**src/sv/bdpc_pkg.sv**
```systemverilog
// shared types and constants for the button debounce and press classifier
package bdpc_pkg;

    localparam int CFG_W     = 16;
    localparam int CFG_IDX_W = 3;

    // configuration register indexes
    localparam logic [CFG_IDX_W-1:0] REG_DEBOUNCE  = 3'd0;
    localparam logic [CFG_IDX_W-1:0] REG_SHORT_MIN = 3'd1;
    localparam logic [CFG_IDX_W-1:0] REG_SHORT_MAX = 3'd2;
    localparam logic [CFG_IDX_W-1:0] REG_LONG_MIN  = 3'd3;
    localparam logic [CFG_IDX_W-1:0] REG_LONG_MAX  = 3'd4;

    // reset values of the configuration registers
    localparam logic [CFG_W-1:0] RST_DEBOUNCE  = 16'd8;
    localparam logic [CFG_W-1:0] RST_SHORT_MIN = 16'd20;
    localparam logic [CFG_W-1:0] RST_SHORT_MAX = 16'd84;
    localparam logic [CFG_W-1:0] RST_LONG_MIN  = 16'd250;
    localparam logic [CFG_W-1:0] RST_LONG_MAX  = 16'd850;

    typedef enum logic [1:0] {
        CLASS_NONE  = 2'd0,
        CLASS_SHORT = 2'd1,
        CLASS_LONG  = 2'd2
    } t_class;

    typedef struct packed {
        logic [CFG_W-1:0] debounce_ticks;
        logic [CFG_W-1:0] short_min_ticks;
        logic [CFG_W-1:0] short_max_ticks;
        logic [CFG_W-1:0] long_min_ticks;
        logic [CFG_W-1:0] long_max_ticks;
    } t_cfg;

    typedef struct packed {
        logic   pressed_level;
        logic   indicator_level;
        t_class press_class;
        logic   class_changed;
    } t_result;

endpackage

```
**src/sv/bdpc_cfg.sv**
```systemverilog
// configuration register bank
module bdpc_cfg
    import bdpc_pkg::*;
(
    input  logic                 i_clk,
    input  logic                 i_rst_n,
    input  logic                 i_cfg_we,
    input  logic [CFG_IDX_W-1:0] i_cfg_index,
    input  logic [CFG_W-1:0]     i_cfg_data,
    output t_cfg                 o_cfg
);

    t_cfg r_cfg;
    t_cfg n_cfg;

    always_comb begin
        n_cfg = r_cfg;
        if (i_cfg_we) begin
            case (i_cfg_index)
                REG_DEBOUNCE:  n_cfg.debounce_ticks  = i_cfg_data;
                REG_SHORT_MIN: n_cfg.short_min_ticks = i_cfg_data;
                REG_SHORT_MAX: n_cfg.short_max_ticks = i_cfg_data;
                REG_LONG_MIN:  n_cfg.long_min_ticks  = i_cfg_data;
                REG_LONG_MAX:  n_cfg.long_max_ticks  = i_cfg_data;
                default:       n_cfg = r_cfg;
            endcase
        end
    end

    always_ff @(posedge i_clk) begin
        if (!i_rst_n) begin
            r_cfg.debounce_ticks  <= RST_DEBOUNCE;
            r_cfg.short_min_ticks <= RST_SHORT_MIN;
            r_cfg.short_max_ticks <= RST_SHORT_MAX;
            r_cfg.long_min_ticks  <= RST_LONG_MIN;
            r_cfg.long_max_ticks  <= RST_LONG_MAX;
        end else begin
            r_cfg <= n_cfg;
        end
    end

    assign o_cfg = r_cfg;

endmodule

```
**src/sv/bdpc_core.sv**
```systemverilog
// debounce counter, debounced level and press class state with one-sample update
module bdpc_core
    import bdpc_pkg::*;
#(
    parameter int COUNT_WIDTH = 16
)
(
    input  logic    i_clk,
    input  logic    i_rst_n,
    input  logic    i_accept,
    input  logic    i_raw_level,
    input  logic    i_tick,
    input  t_cfg    i_cfg,
    output t_result o_result
);

    localparam int CMP_W = (COUNT_WIDTH > CFG_W) ? COUNT_WIDTH : CFG_W;
    localparam logic [COUNT_WIDTH-1:0] CNT_MAX = {COUNT_WIDTH{1'b1}};

    logic                   r_prev_raw;
    logic                   r_deb;
    logic [COUNT_WIDTH-1:0] r_elapsed;
    t_class                 r_class;
    logic                   r_ind;

    logic                   n_prev_raw;
    logic                   n_deb;
    logic [COUNT_WIDTH-1:0] n_elapsed;
    t_class                 n_class;
    logic                   n_ind;

    logic [CMP_W-1:0] elapsed_x;
    logic             in_short;
    logic             in_long;

    always_comb begin
        n_prev_raw = i_raw_level;
        if (i_raw_level != r_prev_raw) begin
            n_elapsed = '0;
        end else if (i_tick && (r_elapsed != CNT_MAX)) begin
            n_elapsed = r_elapsed + 1'b1;
        end else begin
            n_elapsed = r_elapsed;
        end
    end

    assign elapsed_x = CMP_W'(n_elapsed);
    // inverted windows never match since both bounds must hold
    assign in_short = (elapsed_x >= CMP_W'(i_cfg.short_min_ticks))
                   && (elapsed_x <= CMP_W'(i_cfg.short_max_ticks));
    assign in_long  = (elapsed_x >= CMP_W'(i_cfg.long_min_ticks))
                   && (elapsed_x <= CMP_W'(i_cfg.long_max_ticks));

    always_comb begin
        n_deb   = r_deb;
        n_class = r_class;
        n_ind   = r_ind;
        if ((elapsed_x > CMP_W'(i_cfg.debounce_ticks)) && (i_raw_level != r_deb)) begin
            n_deb = i_raw_level;
            if (!i_raw_level) begin
                n_class = CLASS_NONE;
            end
        end
        // short window is tested first and wins on overlap unless the class is already short
        if (n_deb) begin
            if (in_short && (n_class != CLASS_SHORT)) begin
                n_ind   = 1'b1;
                n_class = CLASS_SHORT;
            end else if (in_long && (n_class != CLASS_LONG)) begin
                n_ind   = 1'b0;
                n_class = CLASS_LONG;
            end
        end
    end

    always_ff @(posedge i_clk) begin
        if (!i_rst_n) begin
            r_prev_raw <= 1'b0;
            r_deb      <= 1'b0;
            r_elapsed  <= '0;
            r_class    <= CLASS_NONE;
            r_ind      <= 1'b0;
        end else if (i_accept) begin
            r_prev_raw <= n_prev_raw;
            r_deb      <= n_deb;
            r_elapsed  <= n_elapsed;
            r_class    <= n_class;
            r_ind      <= n_ind;
        end
    end

    assign o_result.pressed_level   = n_deb;
    assign o_result.indicator_level = n_ind;
    assign o_result.press_class     = n_class;
    assign o_result.class_changed   = (n_class != r_class);

`ifndef NO_ASSERTIONS
    a_edge_clears_count: assert property (@(posedge i_clk) disable iff (!i_rst_n)
        i_accept && (i_raw_level != r_prev_raw) |=> r_elapsed == '0)
        else $error("raw level change did not clear the tick count");

    a_class_needs_press: assert property (@(posedge i_clk) disable iff (!i_rst_n)
        !r_deb |-> r_class == CLASS_NONE)
        else $error("press class set while debounced level is released");

    a_state_holds_idle: assert property (@(posedge i_clk) disable iff (!i_rst_n)
        !i_accept |=> $stable(r_elapsed) && $stable(r_class) && $stable(r_deb))
        else $error("state changed without an input transfer");

    a_count_saturates: assert property (@(posedge i_clk) disable iff (!i_rst_n)
        i_accept && (r_elapsed == CNT_MAX) && (i_raw_level == r_prev_raw)
        |=> r_elapsed == CNT_MAX)
        else $error("tick count wrapped at its limit");
`endif

endmodule

```
**src/sv/bdpc_out.sv**
```systemverilog
// result register between the update logic and the output channel
module bdpc_out
    import bdpc_pkg::*;
(
    input  logic    i_clk,
    input  logic    i_rst_n,
    input  logic    i_load,
    input  t_result i_result,
    input  logic    i_stall,
    output logic    o_valid,
    output t_result o_result
);

    logic    r_valid;
    t_result r_result;

    always_ff @(posedge i_clk) begin
        if (!i_rst_n) begin
            r_valid <= 1'b0;
        end else if (i_load) begin
            r_valid <= 1'b1;
        end else if (!i_stall) begin
            r_valid <= 1'b0;
        end
    end

    always_ff @(posedge i_clk) begin
        if (i_load) begin
            r_result <= i_result;
        end
    end

    assign o_valid  = r_valid;
    assign o_result = r_result;

endmodule

```
**src/sv/button_debounce_press_classifier.sv**
```systemverilog
// top level of the push-button debounce and short/long press classifier
//
// Input channel: i_valid / o_stall carry one poll of the button per transfer:
// i_raw_level (1 = pressed) and i_tick (one millisecond tick since the last poll).
// Output channel: o_valid / i_stall carry one result per input transfer:
// o_pressed_level, o_indicator_level, o_press_class, o_class_changed.
// The result of a poll is registered and valid in the cycle after the poll is accepted.
// Throughput is one poll per cycle while o_stall is low; the state update is a single
// counter step and a handful of at least 16-bit compares feeding the result register.
// o_stall is high only while a result waits in the result register and the
// receiver stalls; the held result does not change until it is taken.
// Configuration: i_cfg_we writes i_cfg_data to the register chosen by
// i_cfg_index (0 debounce, 1 short min, 2 short max, 3 long min, 4 long max);
// other indexes are ignored. Write only while the block is idle.
// Synchronous reset clears the debounce state, press class and indicator,
// empties the result register and restores the register defaults
// (8, 20, 84, 250, 850 ticks).
module button_debounce_press_classifier
    import bdpc_pkg::*;
#(
    parameter int COUNT_WIDTH = 16
)
(
    input  logic                 i_clk,
    input  logic                 i_rst_n,
    input  logic                 i_cfg_we,
    input  logic [CFG_IDX_W-1:0] i_cfg_index,
    input  logic [CFG_W-1:0]     i_cfg_data,
    input  logic                 i_valid,
    output logic                 o_stall,
    input  logic                 i_raw_level,
    input  logic                 i_tick,
    output logic                 o_valid,
    input  logic                 i_stall,
    output logic                 o_pressed_level,
    output logic                 o_indicator_level,
    output logic [1:0]           o_press_class,
    output logic                 o_class_changed
);

    t_cfg    cfg;
    t_result core_result;
    t_result out_result;
    logic    out_valid;
    logic    accept;

    // a new poll may enter whenever the result register can hand over or is empty
    assign o_stall = out_valid && i_stall;
    assign accept  = i_valid && !o_stall;

    bdpc_cfg u_cfg (
        .i_clk       (i_clk),
        .i_rst_n     (i_rst_n),
        .i_cfg_we    (i_cfg_we),
        .i_cfg_index (i_cfg_index),
        .i_cfg_data  (i_cfg_data),
        .o_cfg       (cfg)
    );

    bdpc_core #(
        .COUNT_WIDTH (COUNT_WIDTH)
    ) u_core (
        .i_clk       (i_clk),
        .i_rst_n     (i_rst_n),
        .i_accept    (accept),
        .i_raw_level (i_raw_level),
        .i_tick      (i_tick),
        .i_cfg       (cfg),
        .o_result    (core_result)
    );

    bdpc_out u_out (
        .i_clk    (i_clk),
        .i_rst_n  (i_rst_n),
        .i_load   (accept),
        .i_result (core_result),
        .i_stall  (i_stall),
        .o_valid  (out_valid),
        .o_result (out_result)
    );

    assign o_valid           = out_valid;
    assign o_pressed_level   = out_result.pressed_level;
    assign o_indicator_level = out_result.indicator_level;
    assign o_press_class     = out_result.press_class;
    assign o_class_changed   = out_result.class_changed;

endmodule
```
**config.mk**
```make
export PLATFORM = sky130hd
export DESIGN_NAME = button_debounce_press_classifier
export DESIGN_NICKNAME = d
export VERILOG_FILES = /design/src/sv/bdpc_pkg.sv /design/src/sv/bdpc_cfg.sv /design/src/sv/bdpc_core.sv /design/src/sv/bdpc_out.sv /design/src/sv/button_debounce_press_classifier.sv
export SDC_FILE = /design/constraint.sdc
export NUM_CORES = 1
export LEC_CHECK = 0
export BUFFER_PORTS_ARGS = -buffer_cell sky130_fd_sc_hd__buf_2
export CORE_MARGIN = 10
export CORE_UTILIZATION = 50
export CTS_BUF_LIST = sky130_fd_sc_hd__clkbuf_8
export DETAILED_ROUTE_END_ITERATION = 8
export PLACE_DENSITY = 0.67
export SETUP_SLACK_MARGIN = 0.1
export SLEW_MARGIN = 20
export SYNTH_ARGS = -nofsm -noshare
export SYNTH_HDL_FRONTEND = slang
export SYNTH_HIERARCHICAL = 1
export SYNTH_SLANG_ARGS = --single-unit
```
**constraint.sdc**
```tcl
create_clock -name i_clk -period 5.1 [get_ports i_clk]
set_input_delay 0.51 -clock i_clk [delete_from_list [all_inputs] [get_ports i_clk]]
set_output_delay 0.51 -clock i_clk [all_outputs]
set_load 0.01 [all_outputs]
```
# Word-level counts from Yosys, hierarchy flattened
# Cells that the tools add are included.
dict set report word_totals {
  out_inout_bits 7
  elab_cells 60
  input_bits 26
  regBits 107
}
dict set report op_classes {
  add_sub_neg 1
  reduce_logical 15
  n_eq_ne 11
  n_mux 13
  magnitude_cmp 5
}
# operator n
set op_table {}
lappend op_table {{>= comparator 16 bit} 2}
lappend op_table {{less-or-equal comparator 16 bit} 2}
lappend op_table {{2-to-1 mux 16 bit} 2}
lappend op_table {{adder 16 x 1 -> 16 bit (second input constant)} 1}
lappend op_table {{greater-than comparator 16 bit} 1}
lappend op_table {{inequality test 16 bit (second input constant)} 1}
lappend op_table {{2-to-1 mux 2 bit} 5}
lappend op_table {{AND reduction 2 bit} 5}
lappend op_table {{logical AND 1 bit} 8}
lappend op_table {{equality test 3 x 2 -> 1 bit (second input constant)} 2}
lappend op_table {{2-to-1 mux 1 bit} 6}
lappend op_table {{inequality test 2 x 1 -> 1 bit (second input constant)} 2}
lappend op_table {{equality test 3 x 1 -> 1 bit (second input constant)} 1}
lappend op_table {{equality test 3 bit (second input constant)} 1}
lappend op_table {{zero test 3 bit} 1}
lappend op_table {{inequality test 1 bit} 2}
lappend op_table {{inequality test 2 bit} 1}
lappend op_table {{inequality test 2 bit (second input constant)} 1}
lappend op_table {{zero test 1 bit} 1}

# Logic depth before layout (Yosys ltp)
dict set report logic_depth {
  ltp_word 13
  depth_mapped 19
  mapped_depth_nobuf 18
}

# Modules after synthesis
# Netlist, hierarchy kept.
# mod area_each_um2 seq_area_each_um2 cells_per_inst n_inst
set by_module_without_submodules {}
lappend by_module_without_submodules {bdpc_core 3435.8 420.4 449 1}
lappend by_module_without_submodules {bdpc_cfg 3106.7 1601.5 294 1}
lappend by_module_without_submodules {bdpc_out 181.4 170.2 8 1}
lappend by_module_without_submodules {button_debounce_press_classifier 13.8 0.0 2 1}

# Worst setup path before layout
# No wires, ideal clock.
dict set report synth_timing {
  kind {register to register}
  from {register u_core.r_elapsed[0]}
  to {register u_out.r_result, in the netlist u_out/o_result[3] (data pin)}
  path_stages_with_launch 19
  required_time_ps 4849
  t_arrival_ps 4002
  n_path_buf 1
  synth_period_minus_slack_ps 4253
  setup_slack_ps 847
  setup_ps 251
  path_cell_list {dfxtp_1 > ha_1 > nand4_1 > o41ai_4 > nor3_1 > nor3b_1 > or3b_2 > xor2_1 > nor2_1 > ha_1 > nand2_1 > a21oi_1 > a221oi_1 > o311ai_4 > nand2_1 > a21boi_4 > a311oi_1 > o21ai_0 > buf_4}
}
dict set report synth_between {
  elab_chain_cells 12
  word_cells_on_any_way 22
  classes_between {add/sub (1); order compare (5); eq/ne (3); mux (7); reduce/logical (6)}
}
# item line_no
set synth_lines {}
lappend synth_lines {{from (decl)} bdpc_core.sv:22} ;# logic [COUNT_WIDTH-1:0] r_elapsed;
lappend synth_lines {{from (signal assigned)} bdpc_core.sv:86} ;# r_elapsed <= n_elapsed;
lappend synth_lines {{parallel branches: the longest is 2 deep, another holds adder 16 x 1 -> 16 bit} n/a}
lappend synth_lines {{2-to-1 mux 16 bit (*)} bdpc_core.sv:40} ;# end else if (i_tick && (r_elapsed != CNT_MAX)) begin
lappend synth_lines {{2-to-1 mux 16 bit (*)} bdpc_core.sv:38} ;# if (i_raw_level != r_prev_raw) begin
lappend synth_lines {{named net u_core.elapsed_x[15]} bdpc_core.sv:32} ;# logic [CMP_W-1:0] elapsed_x;
lappend synth_lines {{greater-than comparator 16 bit} bdpc_core.sv:58} ;# if ((elapsed_x > CMP_W'(i_cfg.debounce_ticks)) && (i_raw_level != r_deb)) begin
lappend synth_lines {{logical AND 1 bit} bdpc_core.sv:58}
lappend synth_lines {{2-to-1 mux 2 bit} bdpc_core.sv:58}
lappend synth_lines {{inequality test 2 bit} bdpc_core.sv:69} ;# end else if (in_long && (n_class != CLASS_LONG)) begin
lappend synth_lines {{logical AND 1 bit} bdpc_core.sv:69}
lappend synth_lines {{2-to-1 mux 1 bit} bdpc_core.sv:69}
lappend synth_lines {{2-to-1 mux 1 bit} bdpc_core.sv:66} ;# if (in_short && (n_class != CLASS_SHORT)) begin
lappend synth_lines {{2-to-1 mux 1 bit (*)} bdpc_core.sv:65} ;# if (n_deb) begin
lappend synth_lines {{named net u_core.n_ind} bdpc_core.sv:30} ;# logic n_ind;
lappend synth_lines {{to (signal assigned)} bdpc_out.sv:29} ;# r_result <= i_result;
lappend synth_lines {{to (decl)} bdpc_out.sv:15} ;# t_result r_result;
# Mark *: on every way through the listed nets, which the timed path passes.
# A chain may end at the register's enable or synchronous reset.

==> reports/metrics.yaml <==
synthDistinctLibCells: 72
floorplan.io_pins: 33
cts.reportedPaths.clkPinSlew_ps: 100
power.combinational.fraction_pct: 10.1
min_delay_path_depth: 3
grt_remaining_overflow: 0
critical_path_required_ps: 5260
worstSetupPathType: "reg2reg"
hold_slack_ps: 386.3
reg2reg_setup_slack_ps: 510
totalNegativeSetupSlack_ps: 0
fin_skew_ps: 9.081
pins_over_their_slew_limit: 0
worst-endpoint-arrival_ps: 4750
switching_share_pct: 26.08
number_of_drc_markers_after_the_initial_detailed_route_iteration: 224
aggregate_routed_wire_length_mm: 15.91
net-switching-power_mw: 0.4094
drt_first_pass_iters: 5
cts_buffers: 9
detail_route.vias_per_cell: 5.396
largest_net_degree_at_the_start_of_global_routing: 89
crit_path_end_kind: "flop"
p_clk_share_pct: 34.5
worst_slew_margin_rel_pct: 48.97
fp.dieArea_um2: 18520
syn-cell-area_um2: 6738
number_of_enable_flip_flop_cells_after_synthesis: 5
grt_pass1_vias: 5222
p_leak_nw: 3.244
die_w_um: 136.1
row_count: 42
fin_total_pwr_mw: 1.570
synth_sequential_area_ratio_pct: 32.53
area_fraction_of_the_dominant_cell_type_after_synthesis_pct: 30.31
antenna_found_initial: 0
port_buffers: 32
async_flop_share_pct: 0
synth_area_leaders: "sky130_fd_sc_hd__dfxtp_1 (30%), sky130_fd_sc_hd__ha_1 (14%), sky130_fd_sc_hd__mux2i_1 (14%), sky130_fd_sc_hd__nand2_1 (5.7%), sky130_fd_sc_hd__inv_1 (4.6%)"
insertedDiodeCount: 0
detailedPlace.worstSlack_ps: 400.8
synth_top_cell_by_area: "sky130_fd_sc_hd__dfxtp_1"
timing.fmax_mhz: 217.7
wl_per_cell_um: 16.60
origin_of_the_worst_min_delay_path: "i_cfg_data[4]"
clkSinkCount: 107
postSynth.topFlopCell: "sky130_fd_sc_hd__dfxtp_1"
worst_slew_pin_slew_ps: 765.5
result_of_the_run: "complete, no violations"
core-area_um2: 13240
global_route_wire_length_before_repair_mm: 26.21
vdd_drop_max_mv: 0.1997
final_hold_violations: 0
min_delay_worst_endpoint: "u_cfg/o_cfg[68]$_SDFFE_PN0P_"
die_y_um: 136.1
worstHoldPathType: "in2reg"
critical_path.reg2reg.endpoint: "u_out/o_result[2]$_DFFE_PP_"
setup_viol: 0
drive_above_1_share_pct: 10.10
layout-area-overhead-vs-synth_pct: 7.261
insertion_delay_to_the_later_sink_of_the_worst_skew_pair_ps: 390
syn-instance-count: 753
htreeDepth: 3
intPower_mw: 1.161
critical_path.max_fanout: 9
floorplan.initialDensity_pct: 50.88
r2r-start: "u_core/r_elapsed[0]$_SDFFE_PN0P_"
gpl.final_weighted_congestion: 0.8504
max-clock-path-buffers: 2
root_buffer: "sky130_fd_sc_hd__clkbuf_8"
drt_drc_violations_left: 0
cts_tree: "built"
ys_ff_latch: 107
cp-start-kind: "flop"
post-route-period-util_pct: 90.09
synthesis.area_per_instance_um2: 8.948
power_per_cell_area_nw_per_um2: 217.2
sequentialPowerShare_pct: 55.5
dp.final_hpwl_mm: 11.99
antenna_left: 0
cap_violations: 0
grt_usage_pct: 17.75
final.setup.worst_slack_ps: 505.6
worst_reg2reg_path_depth: 16
fin_nets: 879
rsz0062_at_grt: "false"
syn-num-nets: 855
yosysWarnings: 6
fin_crit_ps: 4594
dr_total_vias: 5169
## flip-flops by register name, indices dropped and copies added, names as in the netlist
signal	flops
u_core/r_deb	1
u_core/r_elapsed	16
u_core/r_ind	1
u_out/o_result	5
u_core/r_prev_raw	1
u_out/o_valid	1
u_cfg/o_cfg	80
u_core/r_class	2
## critical path, stage by stage (launching register included)
cell and delay [ps]:
sky130_fd_sc_hd__dfxtp_1 400, sky130_fd_sc_hd__ha_1 220, sky130_fd_sc_hd__nand4_1 170, sky130_fd_sc_hd__o41ai_4 560
sky130_fd_sc_hd__nor3_1 190, sky130_fd_sc_hd__nand3_1 140, sky130_fd_sc_hd__xor2_1 70, sky130_fd_sc_hd__nor2_1 560
sky130_fd_sc_hd__ha_1 380, sky130_fd_sc_hd__a211oi_1 230, sky130_fd_sc_hd__o21ai_0 130, sky130_fd_sc_hd__a221oi_1 390
sky130_fd_sc_hd__o311ai_4 190, sky130_fd_sc_hd__nand3_2 130, sky130_fd_sc_hd__a21boi_4 280, sky130_fd_sc_hd__o21ai_0 120
sky130_fd_sc_hd__and2_2 190
## worst max path at each step
stage | start | end | slack, ps | depth (start not counted)
after floorplan | u_core/r_elapsed[0]$_SDFFE_PN0P_ | u_out/o_result[3]$_DFFE_PP_ | 850 | 18
after global placement | u_core/r_elapsed[0]$_SDFFE_PN0P_ | u_out/o_result[2]$_DFFE_PP_ | 540 | 17
after detailed placement | u_core/r_elapsed[0]$_SDFFE_PN0P_ | u_out/o_result[2]$_DFFE_PP_ | 400 | 17
after CTS | u_core/r_elapsed[0]$_SDFFE_PN0P_ | u_out/o_result[2]$_DFFE_PP_ | 380 | 17
after global routing | u_core/r_elapsed[0]$_SDFFE_PN0P_ | u_out/o_result[3]$_DFFE_PP_ | 170 | 16
final | u_core/r_elapsed[0]$_SDFFE_PN0P_ | u_out/o_result[2]$_DFFE_PP_ | 510 | 16
## synthesized netlist by cell type, types with 12 or more instances
cell and n:
sky130_fd_sc_hd__nand2_1 103, sky130_fd_sc_hd__dfxtp_1 102, sky130_fd_sc_hd__mux2i_1 93, sky130_fd_sc_hd__nor2_1 37, sky130_fd_sc_hd__ha_1 76, sky130_fd_sc_hd__o21ai_0 23, sky130_fd_sc_hd__a21oi_1 23, sky130_fd_sc_hd__nor2b_1 45
sky130_fd_sc_hd__clkbuf_1 12, sky130_fd_sc_hd__inv_1 82, sky130_fd_sc_hd__nand4_1 16
## area by class of cell
type | count | area, um2
tap | 176 | 220.2
clock buffer | 10 | 137.6
clock inverter | 6 | 66.31
timing repair buffer | 43 | 245.2
multi-input combinational | 533 | 4051
fill | 1261 | 6016
sequential | 107 | 2192
inverter | 83 | 314.1
## power by group through the flow
stage / sequential (mW) / clock [mW] / combinational, mW
3_3_place_gp: 0.889 / 0 / 0.154
3_5_place_dp: 0.890 / 0 / 0.158
6_report: 0.871 / 0.541 / 0.158
5_1_grt: 0.874 / 0.596 / 0.175
4_1_cts: 0.871 / 0.563 / 0.159
2_1_floorplan: 0.889 / 0 / 0.111
## per-layer routing
| layer | up-vias | wire length, um | GRT usage (%) |
|---|---|---|---|
| met5 | - | 0 | 0 |
| met4 | 0 | 234 | 4.675 |
| met3 | 19 | 644 | 3.875 |
| met2 | 85 | 7682 | 30.13 |
| met1 | 2436 | 7346 | 22.20 |
| li1 | 2629 | - | - |
## cell usage in the layout, fill, tap and decap left out, types with 2 or more instances in the layout
| cell | instances |
|---|---|
| sky130_fd_sc_hd__buf_4 | 12 |
| sky130_fd_sc_hd__o31ai_1 | 2 |
| sky130_fd_sc_hd__nor3_1 | 11 |
| sky130_fd_sc_hd__edfxtp_1 | 5 |
| sky130_fd_sc_hd__nand4_1 | 16 |
| sky130_fd_sc_hd__o21a_1 | 2 |
| sky130_fd_sc_hd__nand2_1 | 103 |
| sky130_fd_sc_hd__ha_1 | 76 |
| sky130_fd_sc_hd__and2_1 | 2 |
| sky130_fd_sc_hd__clkbuf_8 | 10 |
| sky130_fd_sc_hd__buf_2 | 31 |
| sky130_fd_sc_hd__nor2_1 | 36 |
| sky130_fd_sc_hd__o211a_1 | 3 |
| sky130_fd_sc_hd__xnor2_1 | 5 |
| sky130_fd_sc_hd__nand2b_1 | 4 |
| sky130_fd_sc_hd__nand3_1 | 11 |
| sky130_fd_sc_hd__mux2i_1 | 93 |
| sky130_fd_sc_hd__o311ai_0 | 2 |
| sky130_fd_sc_hd__clkinvlp_4 | 2 |
| sky130_fd_sc_hd__clkinv_4 | 2 |
| sky130_fd_sc_hd__xor2_1 | 11 |
| sky130_fd_sc_hd__nor2b_1 | 45 |
| sky130_fd_sc_hd__a21oi_1 | 23 |
| sky130_fd_sc_hd__o211ai_1 | 5 |
| sky130_fd_sc_hd__a21boi_0 | 2 |
| sky130_fd_sc_hd__and4_1 | 4 |
| sky130_fd_sc_hd__inv_1 | 83 |
| sky130_fd_sc_hd__dfxtp_1 | 102 |
| sky130_fd_sc_hd__o21ai_0 | 23 |
| sky130_fd_sc_hd__nand4bb_1 | 2 |
| sky130_fd_sc_hd__a21o_1 | 5 |
| sky130_fd_sc_hd__a211oi_1 | 7 |
## what timing repair did
action / in CTS / in global routing
hold buffers: 0 / 0
buffers inserted: 0 / 0
endpoints found under the setup margin: 0 / 6
resized for setup: 0 / 1
## cell families after synthesis
family,share of synthesized area (%)
flops,32.53
fa+ha+maj,14.28
simple gates,19.13
xor+xnor,2.321
compound gates,10.14
buf+inv,7.558
mux,14.04
## per-stage QoR
stage | instance area (um2) | cells | utilization [%]
4_1_cts | 7224 | 958 | 54.55
5_1_grt | 7227 | 958 | 54.57
2_1_floorplan | 6738 | 753 | -
6_report | 7227 | 958 | 54.57
3_5_place_dp | 7020 | 942 | 53.01
3_3_place_gp | 7020 | 942 | 53.01
Power figures use the tool's default switching activity.
